### config.mk
export PLATFORM = sky130hd
export DESIGN_NAME = chi_square_goodness_of_fit_core
export DESIGN_NICKNAME = d
export VERILOG_FILES = /design/src/hdl/chisq_pkg.sv /design/src/hdl/chi_square_goodness_of_fit_core.sv /design/src/hdl/chisq_regs.sv /design/src/hdl/chisq_mul.sv /design/src/hdl/chisq_div.sv
export SDC_FILE = /design/constraint.sdc
export NUM_CORES = 2
export LEC_CHECK = 0
export ABC_CLOCK_PERIOD_IN_PS = 10390
export BUFFER_PORTS_ARGS = -buffer_cell sky130_fd_sc_hd__buf_2
export CAP_MARGIN = 15
export CORE_UTILIZATION = 55
export DETAILED_ROUTE_END_ITERATION = 8
export HOLD_SLACK_MARGIN = 0.05
export PLACE_DENSITY = 0.69
export SLEW_MARGIN = 10
export SYNTH_ARGS = -nofsm -noshare
export SYNTH_HDL_FRONTEND = slang
export SYNTH_SLANG_ARGS = --single-unit
### constraint.sdc
create_clock -name i_clk -period 10.39 [get_ports i_clk]
set_input_delay 2.078 -clock i_clk [delete_from_list [all_inputs] [get_ports i_clk]]
set_output_delay 2.078 -clock i_clk [all_outputs]
set_load 0.1 [all_outputs]
### src/hdl/chisq_pkg.sv
// ============================================================================
// chisq_pkg
// Shared widths, register indexes and reset values for the chi-square core.
// ============================================================================
package chisq_pkg;

    // Field widths
    localparam int OBS_W    = 20;               // observed count
    localparam int SAMPLE_W = 20;               // sample size
    localparam int PROB_W   = 16;               // Q0.16 probability
    localparam int CRIT_W   = 32;               // Q16.16 critical level
    localparam int STAT_W   = 40;               // Q24.16 statistic
    localparam int FRAC_W   = 16;               // fraction bits of counts
    localparam int EXP_W    = 36;               // Q20.16 expected count
    localparam int HALF_W   = EXP_W / 2;        // half of a difference word
    localparam int MUL_W    = 20;               // shared multiplier operand
    localparam int PROD_W   = 2 * MUL_W;        // shared multiplier product
    localparam int SQ_W     = 2 * EXP_W;        // squared difference

    // Number of probability registers and default category count
    localparam int NUM_PROBS            = 5;
    localparam int NUM_CATEGORIES_DEF   = 5;

    // Configuration port
    localparam int APB_DATA_W = 32;
    localparam int APB_ADDR_W = 5;
    localparam int REG_IDX_W  = 3;

    localparam logic [REG_IDX_W-1:0] REG_SAMPLE_SIZE    = 3'd0;
    localparam logic [REG_IDX_W-1:0] REG_PROB_ALL_DIFF  = 3'd1;
    localparam logic [REG_IDX_W-1:0] REG_PROB_ONE_PAIR  = 3'd2;
    localparam logic [REG_IDX_W-1:0] REG_PROB_TWO_PAIR  = 3'd3;
    localparam logic [REG_IDX_W-1:0] REG_PROB_THREE     = 3'd4;
    localparam logic [REG_IDX_W-1:0] REG_PROB_ALL_SAME  = 3'd5;
    localparam logic [REG_IDX_W-1:0] REG_CRITICAL_LEVEL = 3'd6;

    // Reset values
    localparam logic [SAMPLE_W-1:0] RST_SAMPLE_SIZE = 20'd1000;
    localparam logic [PROB_W-1:0]   RST_PROB_ALL_DIFF = 16'd33030;
    localparam logic [PROB_W-1:0]   RST_PROB_ONE_PAIR = 16'd28312;
    localparam logic [PROB_W-1:0]   RST_PROB_TWO_PAIR = 16'd1769;
    localparam logic [PROB_W-1:0]   RST_PROB_THREE    = 16'd2359;
    localparam logic [PROB_W-1:0]   RST_PROB_ALL_SAME = 16'd66;
    localparam logic [CRIT_W-1:0]   RST_CRITICAL      = 32'd621806;

    localparam logic [STAT_W-1:0] STAT_MAX = {STAT_W{1'b1}};

    // Live configuration handed from the register file to the datapath
    typedef struct packed {
        logic [SAMPLE_W-1:0]                 sample_size;
        logic [NUM_PROBS-1:0][PROB_W-1:0]    prob;
        logic [CRIT_W-1:0]                   critical_level;
    } t_cfg;

    // Divider handshake from the sequencer
    typedef struct packed {
        logic              start;
        logic [SQ_W-1:0]   dividend;
        logic [EXP_W-1:0]  divisor;
    } t_div_req;

endpackage

### src/hdl/chi_square_goodness_of_fit_core.sv
// ============================================================================
// chi_square_goodness_of_fit_core
// Pearson chi-square goodness-of-fit accumulator over a fixed set of counts.
// ============================================================================
// Each observed-count beat occupies the core, with the input stalled
// meanwhile: the accept, the expected-count multiply, squaring in states
// ST_SQ1 to ST_SQ4, the divider handoff, the 72-step restoring divider and
// the add of the term. After the last category ST_OUT loads the result once
// the result register has room, and the result beat is then valid.
// Reset (i_rst_n low at a clock edge) loads defaults and clears index, sum, output.
// ============================================================================
module chi_square_goodness_of_fit_core
    import chisq_pkg::*;
#(
    parameter int NUM_CATEGORIES = NUM_CATEGORIES_DEF
) (
    input  logic                    i_clk,
    input  logic                    i_rst_n,
    // Observed-count channel
    input  logic                    i_valid,
    output logic                    o_stall,
    input  logic [OBS_W-1:0]        i_observed_count,
    // Result channel
    output logic                    o_valid,
    input  logic                    i_stall,
    output logic [STAT_W-1:0]       o_statistic,
    output logic                    o_reject,
    // Configuration port
    input  logic                    psel,
    input  logic                    penable,
    input  logic                    pwrite,
    input  logic [APB_ADDR_W-1:0]   paddr,
    input  logic [APB_DATA_W-1:0]   pwdata,
    output logic [APB_DATA_W-1:0]   prdata,
    output logic                    pready
);

    localparam int IDX_W = $clog2(NUM_CATEGORIES);
    localparam int ST_W  = 4;

    // Sequencer states. Each beat walks through the expected-count multiply,
    // three partial products of the squared difference, then the divider.
    localparam logic [ST_W-1:0] ST_IDLE  = 4'd0;
    localparam logic [ST_W-1:0] ST_EXP   = 4'd1;
    localparam logic [ST_W-1:0] ST_SQ1   = 4'd2;
    localparam logic [ST_W-1:0] ST_SQ2   = 4'd3;
    localparam logic [ST_W-1:0] ST_SQ3   = 4'd4;
    localparam logic [ST_W-1:0] ST_SQ4   = 4'd5;
    localparam logic [ST_W-1:0] ST_DIVGO = 4'd6;
    localparam logic [ST_W-1:0] ST_DIVW  = 4'd7;
    localparam logic [ST_W-1:0] ST_OUT   = 4'd8;

    t_cfg                   w_cfg;
    t_div_req               w_div_req;
    logic                   w_div_done;
    logic [STAT_W-1:0]      w_quot;

    logic [ST_W-1:0]        r_state, n_state;
    logic [IDX_W-1:0]       r_idx, n_idx;
    logic [STAT_W-1:0]      r_sum, n_sum;
    logic [OBS_W-1:0]       r_obs;
    logic [EXP_W-1:0]       r_exp;
    logic [EXP_W-1:0]       r_d;
    logic [SQ_W-1:0]        r_sq;
    logic                   r_out_valid, n_out_valid;
    logic [STAT_W-1:0]      r_statistic;
    logic                   r_reject;

    logic [MUL_W-1:0]       w_mul_a, w_mul_b;
    logic [PROD_W-1:0]      w_prod;
    logic [PROB_W-1:0]      w_prob;
    logic [EXP_W-1:0]       w_obs_q;
    logic [EXP_W-1:0]       w_exp_new;
    logic [EXP_W-1:0]       w_diff;
    logic [HALF_W-1:0]      w_d_hi, w_d_lo;
    logic [STAT_W:0]        w_sum_wide;
    logic [STAT_W-1:0]      w_sum_sat;
    logic                   w_last;
    logic                   w_accept;
    logic                   w_out_free;

    chisq_regs u_regs (
        .i_clk   (i_clk),
        .i_rst_n (i_rst_n),
        .psel    (psel),
        .penable (penable),
        .pwrite  (pwrite),
        .paddr   (paddr),
        .pwdata  (pwdata),
        .prdata  (prdata),
        .pready  (pready),
        .o_cfg   (w_cfg)
    );

    chisq_mul u_mul (
        .i_clk (i_clk),
        .i_a   (w_mul_a),
        .i_b   (w_mul_b),
        .o_p   (w_prod)
    );

    chisq_div u_div (
        .i_clk   (i_clk),
        .i_rst_n (i_rst_n),
        .i_req   (w_div_req),
        .o_done  (w_div_done),
        .o_quot  (w_quot)
    );

    assign o_stall    = (r_state != ST_IDLE);
    assign w_accept   = i_valid && (r_state == ST_IDLE);
    assign w_last     = (r_idx == IDX_W'(NUM_CATEGORIES - 1));
    assign w_out_free = !r_out_valid || !i_stall;

    // Categories beyond the probability registers behave as probability zero,
    // which drives the expected count to zero and saturates the statistic.
    always_comb begin
        w_prob = '0;
        for (int k = 0; k < NUM_PROBS; k++) begin
            if (int'(r_idx) == k) begin
                w_prob = w_cfg.prob[k];
            end
        end
    end

    // The expected count is the product of probability and sample size, held
    // in Q20.16. The observed count shares that scale after a 16-bit shift.
    assign w_obs_q   = {r_obs, {FRAC_W{1'b0}}};
    assign w_exp_new = w_prod[EXP_W-1:0];
    assign w_diff    = (w_obs_q >= w_exp_new) ? (w_obs_q - w_exp_new)
                                              : (w_exp_new - w_obs_q);
    assign w_d_hi    = r_d[EXP_W-1:HALF_W];
    assign w_d_lo    = r_d[HALF_W-1:0];

    // Shared multiplier operand select. The squared difference is built from
    // hi*hi, hi*lo (counted twice by a one-bit-larger shift) and lo*lo.
    always_comb begin
        case (r_state)
            ST_IDLE: begin
                w_mul_a = MUL_W'(w_prob);
                w_mul_b = MUL_W'(w_cfg.sample_size);
            end
            ST_SQ1: begin
                w_mul_a = MUL_W'(w_d_hi);
                w_mul_b = MUL_W'(w_d_hi);
            end
            ST_SQ2: begin
                w_mul_a = MUL_W'(w_d_hi);
                w_mul_b = MUL_W'(w_d_lo);
            end
            ST_SQ3: begin
                w_mul_a = MUL_W'(w_d_lo);
                w_mul_b = MUL_W'(w_d_lo);
            end
            default: begin
                w_mul_a = '0;
                w_mul_b = '0;
            end
        endcase
    end

    assign w_div_req.start    = (r_state == ST_DIVGO);
    assign w_div_req.dividend = r_sq;
    assign w_div_req.divisor  = r_exp;

    // Saturating accumulation of the finished term.
    assign w_sum_wide = {1'b0, r_sum} + {1'b0, w_quot};
    assign w_sum_sat  = w_sum_wide[STAT_W] ? STAT_MAX : w_sum_wide[STAT_W-1:0];

    always_comb begin
        n_state     = r_state;
        n_idx       = r_idx;
        n_sum       = r_sum;
        n_out_valid = r_out_valid;
        if (r_out_valid && !i_stall) begin
            n_out_valid = 1'b0;
        end
        case (r_state)
            ST_IDLE: begin
                if (i_valid) begin
                    n_state = ST_EXP;
                end
            end
            ST_EXP:   n_state = ST_SQ1;
            ST_SQ1:   n_state = ST_SQ2;
            ST_SQ2:   n_state = ST_SQ3;
            ST_SQ3:   n_state = ST_SQ4;
            ST_SQ4:   n_state = ST_DIVGO;
            ST_DIVGO: n_state = ST_DIVW;
            ST_DIVW: begin
                if (w_div_done) begin
                    n_sum = w_sum_sat;
                    if (w_last) begin
                        n_state = ST_OUT;
                    end else begin
                        n_idx   = r_idx + 1'b1;
                        n_state = ST_IDLE;
                    end
                end
            end
            ST_OUT: begin
                // Wait for room in the result register, then start a new test.
                if (w_out_free) begin
                    n_out_valid = 1'b1;
                    n_sum       = '0;
                    n_idx       = '0;
                    n_state     = ST_IDLE;
                end
            end
            default: n_state = ST_IDLE;
        endcase
    end

    always_ff @(posedge i_clk) begin
        if (!i_rst_n) begin
            r_state     <= ST_IDLE;
            r_idx       <= '0;
            r_sum       <= '0;
            r_out_valid <= 1'b0;
        end else begin
            r_state     <= n_state;
            r_idx       <= n_idx;
            r_sum       <= n_sum;
            r_out_valid <= n_out_valid;
        end
    end

    // Datapath registers
    always_ff @(posedge i_clk) begin
        if (w_accept) begin
            r_obs <= i_observed_count;
        end
        case (r_state)
            ST_EXP: begin
                r_exp <= w_exp_new;
                r_d   <= w_diff;
            end
            ST_SQ2: r_sq <= {w_prod[EXP_W-1:0], {EXP_W{1'b0}}};
            ST_SQ3: r_sq <= r_sq + (SQ_W'(w_prod) << (HALF_W + 1));
            ST_SQ4: r_sq <= r_sq + SQ_W'(w_prod);
            default: begin
            end
        endcase
        if (r_state == ST_OUT && w_out_free) begin
            r_statistic <= r_sum;
            r_reject    <= (r_sum > STAT_W'(w_cfg.critical_level));
        end
    end

    assign o_valid     = r_out_valid;
    assign o_statistic = r_statistic;
    assign o_reject    = r_reject;

endmodule

### src/hdl/chisq_regs.sv
// ============================================================================
// chisq_regs
// Configuration register file behind a simple APB-style slave port.
// ============================================================================
module chisq_regs
    import chisq_pkg::*;
(
    input  logic                    i_clk,
    input  logic                    i_rst_n,
    input  logic                    psel,
    input  logic                    penable,
    input  logic                    pwrite,
    input  logic [APB_ADDR_W-1:0]   paddr,
    input  logic [APB_DATA_W-1:0]   pwdata,
    output logic [APB_DATA_W-1:0]   prdata,
    output logic                    pready,
    output t_cfg                    o_cfg
);

    t_cfg                  r_cfg;
    logic [REG_IDX_W-1:0]  w_idx;
    logic                  w_wr;

    assign w_idx  = paddr[APB_ADDR_W-1:2];
    assign w_wr   = psel & penable & pwrite;
    assign pready = 1'b1;
    assign o_cfg  = r_cfg;

    always_ff @(posedge i_clk) begin
        if (!i_rst_n) begin
            r_cfg.sample_size    <= RST_SAMPLE_SIZE;
            r_cfg.prob[0]        <= RST_PROB_ALL_DIFF;
            r_cfg.prob[1]        <= RST_PROB_ONE_PAIR;
            r_cfg.prob[2]        <= RST_PROB_TWO_PAIR;
            r_cfg.prob[3]        <= RST_PROB_THREE;
            r_cfg.prob[4]        <= RST_PROB_ALL_SAME;
            r_cfg.critical_level <= RST_CRITICAL;
        end else if (w_wr) begin
            case (w_idx)
                REG_SAMPLE_SIZE:    r_cfg.sample_size    <= pwdata[SAMPLE_W-1:0];
                REG_PROB_ALL_DIFF:  r_cfg.prob[0]        <= pwdata[PROB_W-1:0];
                REG_PROB_ONE_PAIR:  r_cfg.prob[1]        <= pwdata[PROB_W-1:0];
                REG_PROB_TWO_PAIR:  r_cfg.prob[2]        <= pwdata[PROB_W-1:0];
                REG_PROB_THREE:     r_cfg.prob[3]        <= pwdata[PROB_W-1:0];
                REG_PROB_ALL_SAME:  r_cfg.prob[4]        <= pwdata[PROB_W-1:0];
                REG_CRITICAL_LEVEL: r_cfg.critical_level <= pwdata[CRIT_W-1:0];
                default: begin
                end
            endcase
        end
    end

    always_comb begin
        case (w_idx)
            REG_SAMPLE_SIZE:    prdata = APB_DATA_W'(r_cfg.sample_size);
            REG_PROB_ALL_DIFF:  prdata = APB_DATA_W'(r_cfg.prob[0]);
            REG_PROB_ONE_PAIR:  prdata = APB_DATA_W'(r_cfg.prob[1]);
            REG_PROB_TWO_PAIR:  prdata = APB_DATA_W'(r_cfg.prob[2]);
            REG_PROB_THREE:     prdata = APB_DATA_W'(r_cfg.prob[3]);
            REG_PROB_ALL_SAME:  prdata = APB_DATA_W'(r_cfg.prob[4]);
            REG_CRITICAL_LEVEL: prdata = APB_DATA_W'(r_cfg.critical_level);
            default:            prdata = '0;
        endcase
    end

endmodule

### src/hdl/chisq_mul.sv
// ============================================================================
// chisq_mul
// Shared unsigned multiplier with a registered product.
// ============================================================================
module chisq_mul
    import chisq_pkg::*;
(
    input  logic                i_clk,
    input  logic [MUL_W-1:0]    i_a,
    input  logic [MUL_W-1:0]    i_b,
    output logic [PROD_W-1:0]   o_p
);

    logic [PROD_W-1:0] r_p;

    always_ff @(posedge i_clk) begin
        r_p <= PROD_W'(i_a) * PROD_W'(i_b);
    end

    assign o_p = r_p;

endmodule

### src/hdl/chisq_div.sv
// ============================================================================
// chisq_div
// Restoring divider, one quotient bit per cycle, saturating quotient.
// ============================================================================
module chisq_div
    import chisq_pkg::*;
(
    input  logic                i_clk,
    input  logic                i_rst_n,
    input  t_div_req            i_req,
    output logic                o_done,
    output logic [STAT_W-1:0]   o_quot
);

    localparam int CNT_W = $clog2(SQ_W + 1);

    logic                r_busy;
    logic                r_done;
    logic [CNT_W-1:0]    r_cnt;
    logic [SQ_W-1:0]     r_num;
    logic [EXP_W-1:0]    r_div;
    logic [EXP_W-1:0]    r_rem;
    logic [STAT_W-1:0]   r_q;
    logic                r_ovf;

    logic [EXP_W:0]      w_rem_sh;
    logic [EXP_W:0]      w_rem_sub;
    logic                w_ge;

    // Bring down the next dividend bit and try the subtraction.
    assign w_rem_sh  = {r_rem, r_num[SQ_W-1]};
    assign w_rem_sub = w_rem_sh - {1'b0, r_div};
    assign w_ge      = (w_rem_sh >= {1'b0, r_div});

    always_ff @(posedge i_clk) begin
        if (!i_rst_n) begin
            r_busy <= 1'b0;
            r_done <= 1'b0;
            r_cnt  <= '0;
        end else begin
            r_done <= 1'b0;
            if (i_req.start) begin
                r_busy <= 1'b1;
                r_cnt  <= '0;
            end else if (r_busy) begin
                r_cnt <= r_cnt + 1'b1;
                if (r_cnt == CNT_W'(SQ_W - 1)) begin
                    r_busy <= 1'b0;
                    r_done <= 1'b1;
                end
            end
        end
    end

    always_ff @(posedge i_clk) begin
        if (i_req.start) begin
            r_num <= i_req.dividend;
            r_div <= i_req.divisor;
            r_rem <= '0;
            r_q   <= '0;
            // A zero divisor saturates the quotient outright.
            r_ovf <= (i_req.divisor == '0);
        end else if (r_busy) begin
            r_num <= {r_num[SQ_W-2:0], 1'b0};
            r_rem <= w_ge ? w_rem_sub[EXP_W-1:0] : w_rem_sh[EXP_W-1:0];
            r_q   <= {r_q[STAT_W-2:0], w_ge};
            r_ovf <= r_ovf | r_q[STAT_W-1];
        end
    end

    assign o_done = r_done;
    assign o_quot = r_ovf ? STAT_MAX : r_q;

endmodule
==> run summary <==
The run finished with clean final reports. The number of maximum-capacitance constraint violations came out at 0. The number of warnings reported in the yosys synthesis log is 0.

The largest individual stage delay along the critical path comes from the cell o21a_1. The global-route wire length before repair came out at 216000 µm. The worst supply voltage drop on vdd came out at 0.188 mV. STA classifies the critical path endpoint as a flop. STA puts the critical path data arrival time at 9.43 ns. The number of buffer and inverter stages on the critical path came out at 5. The total routing resource utilization after global routing came out at 32.1%. Entering global routing, the biggest net connects 93 pins.

The peak fanout along the critical path is 17. The share of post-route cells with drive strength above 1 came out at 7.95%. The count of nets after finishing came out at 6110.

The startpoint of the worst-slack reg-to-reg timing path is r_idx[0]. The number of nets with antenna violations after routing came out at 0. The number of slew-limit violations in the final report was 0.

STA classifies the critical path startpoint as a flop. A synthesized cell averages 8.82 µm². The clock tree synthesis step divided the H-tree into 3 levels. The required time of the critical path came out at 10.89 ns.

The share of flip-flops with an asynchronous set or reset after synthesis is 0%. Counting every sink on the clock net gives 616. The final cell utilization of the core came out at 60.6%. The synthesized design devotes to its leading area cell type 19.8% of total area. The number of distinct library cells after synthesis is 89. The sum of negative setup slack came out at 0 ns.

The TritonCTS buffer count is 71. The slew at the pin with the worst max-slew slack came out at 1.13 ns. The critical path's largest stage delay is 0.59 ns. The area of the mapped netlist is 47500 µm². The most frequent cell after synthesis is nand2_1. The detailed router finished its first iteration with 3749 violations. At the end of routability-driven placement, the weighted congestion stood at 0.963. The initialized floorplan defines 107 standard-cell rows. The global-route congestion overflow total came out at 0. Measured against its own limit, the worst slew margin works out to 24.1%. After detailed routing, the average wire length per cell comes to 21.2 µm. The number of cells on the critical path came out at 29. In this run, post-CTS repair resized a total of 0 instances. Sorting the synthesized cells by area gives the leading types as edfxtp_1 (20%), dfxtp_1 (13%), fa_1 (12%), ha_1 (9.0%), nand2_1 (7.7%). The class of the tightest hold or removal check is flop to flop.

For this design, the CTS-stage hold fixing added 0 buffers. The number of instances in the synthesized netlist came out at 5386. The cell family contributing the most delay on the critical path is adder cells. The startpoint identified for the worst hold timing path is r_exp[2]. The total core area is 85300 µm².

The setup violation total in the final timing report came out at 0. The clock tree from TritonCTS is built. The number of search-and-repair iterations in the first detailed-routing pass came out at 8. The number of cells on the worst hold path came out at 0.

The number of vias per cell after detailed routing came out at 6.00. From synthesis to final layout, the design area changed by 8.74%. Setup repair after global routing left no endpoint under its margin.

The startpoint-to-endpoint class of the critical path is flop to flop. For this run, the top clock speed supported by timing is 112 MHz. The root buffer cell chosen for the clock tree is clkbuf_16. Summed over all nets, the half-perimeter wirelength after detailed placement is 102000 µm. Once the floorplan was initialized, standard cells occupied 55.7% of the core. Among all flip-flop cells after synthesis, the most frequent one is edfxtp_1. The number of DRC violations after detailed routing is 0. The maximum clock path buffer count is 3. Setup slack on the worst reg-to-reg path comes out at 1.46 ns. The vias after detailed routing is 39700. The later pin in the worst-skew pair is clocked with a latency of 0.64 ns.

Dividing the final minimum period by the clock period gives 86.0%. The number of placed I/O pins came out at 140. The clock-pin slew reported for the worst setup and hold paths after clock tree synthesis is 0.06 ns. The endpoint identified for the worst register-to-register timing path is u_mul.o_p[37]. The layout filler cell count came out at 7486.

The number of setup buffers added after CTS is 0. The y dimension of the die came out at 296 µm. The number of global-route vias before repair is 37500. The number of synthesized register bits is 616. The clock period minus worst slack came out at 8.93 ns.

For hold timing, the worst endpoint is u_div.r_div[2]. The area of the die came out at 87500 µm². The power per unit of standard cell area is 215 nW/µm². The initial antenna violation count is 5. The number of flops mapped to enable cells by yosys came out at 313.

The standby leakage power came out at 22.8 nW. The depth of the most critical reg-to-reg path came out at 29. The sequential share of the synthesized area is 32.6%. Sorting the synthesized cells by how often they occur yields nand2_1 (969), inv_1 (493), nor2_1 (416).

The synthesized design spends more area on one cell type than any other, namely edfxtp_1. Buffers placed on the I/O ports in this run total 136. The number of failing hold endpoints at the final stage was 0. The final wirelength came out at 140000 µm. Among the stages of the critical path, the cell type that occurs most often is fa_1. The setup clock skew after layout is 0.0442 ns. The die is 296 µm wide.
## state kept, by name, summed over array words and instances (netlist names), 35 cells and up
| register | count |
|---|---|
| r_sq | 72 |
| u_div.r_q | 40 |
| o_statistic | 40 |
| u_mul.o_p | 38 |
| u_div.r_rem | 36 |
| u_div.r_div | 36 |
| r_d | 35 |
| r_sum | 40 |
| r_exp | 36 |
| u_div.r_num | 72 |
| u_regs.o_cfg | 132 |
## how the worst max path moves through the flow
stage                from            end  slack [ns]
4_1_cts          r_idx[0]  u_mul.o_p[37]        1.60
3_3_place_gp   r_state[2]  u_mul.o_p[37]        1.67
2_1_floorplan  r_state[3]  u_mul.o_p[37]        2.03
5_1_grt        r_state[2]  u_mul.o_p[37]        0.98
3_5_place_dp     r_idx[0]  u_mul.o_p[37]        1.63
6_report         r_idx[0]  u_mul.o_p[37]        1.46
## through the flow
step           total power, mW  area, µm²  setup WS (ns)  hold WS (ns)  cells
2_1_floorplan             7.07      47500           2.03         0.427   5389
3_3_place_gp              8.38      49200           1.67         0.432   6483
3_5_place_dp              8.45      49200           1.63         0.437   6483
4_1_cts                   11.1      51600           1.60         0.449   6614
5_1_grt                   11.9      51600          0.981         0.455   6614
6_report                  11.1      51600           1.46         0.451   6615
## power by group
| group | switching [mW] | internal [mW] |
|---|---|---|
| combinational | 3.15 | 2.08 |
| clock | 1.07 | 1.56 |
| sequential | 0.371 | 2.88 |
| total | 4.59 | 6.52 |
## final cells by class
cell class              instances  area (µm²)  area share [%]
repair buffers                208        1240            2.39
clock buffers                  89        1930            3.74
flip-flops and latches        616       15500            30.0
diodes                          1        2.50         0.00485
clock inverters                42         505           0.979
inverters                     496        1870            3.61
well taps                    1144        1430            2.77
multi-input cells            4019       29200            56.5
## cell usage in the layout, fill, tap and decap left out, types with 42 or more instances in the layout
master / count
nand2_1: 966
inv_1: 493
nor2_1: 414
ha_1: 341
edfxtp_1: 313
dfxtp_1: 302
fa_1: 293
a21oi_1: 267
o21ai_0: 225
buf_2: 135
a21o_1: 130
xnor2_1: 128
xor2_1: 101
nand3_1: 98
a21boi_0: 95
mux2i_1: 75
nor3_1: 74
clkbuf_16: 73
buf_4: 72
a22oi_1: 63
or2_2: 48
nor2b_1: 46
a211oi_1: 43
and2_1: 43
nand4_1: 42
## per-layer routing
layer,vias to the layer above,GRT usage (%),share of wire (%)
met4,8,14.3,4.8
met1,19200,43.1,42
met3,342,6.43,8.4
met5,-,0,0.033
met2,1633,50.0,45
li1,18500,-,-
## cells by family after synthesis
logic type               count (synthesis)  synth area share [%]
XOR/XNOR                               229                  4.22
multiplexers                            99                  2.24
AO/OA/AOI/OAI                         1152                  16.0
buffers and inverters                  754                  6.18
flip-flops                             616                  32.6
other                                    2                0.0158
adder cells (fa/ha/maj)                634                  21.3
AND/OR/NAND/NOR                       1900                  17.4
No activity file was read; power rests on OpenSTA's default activity.
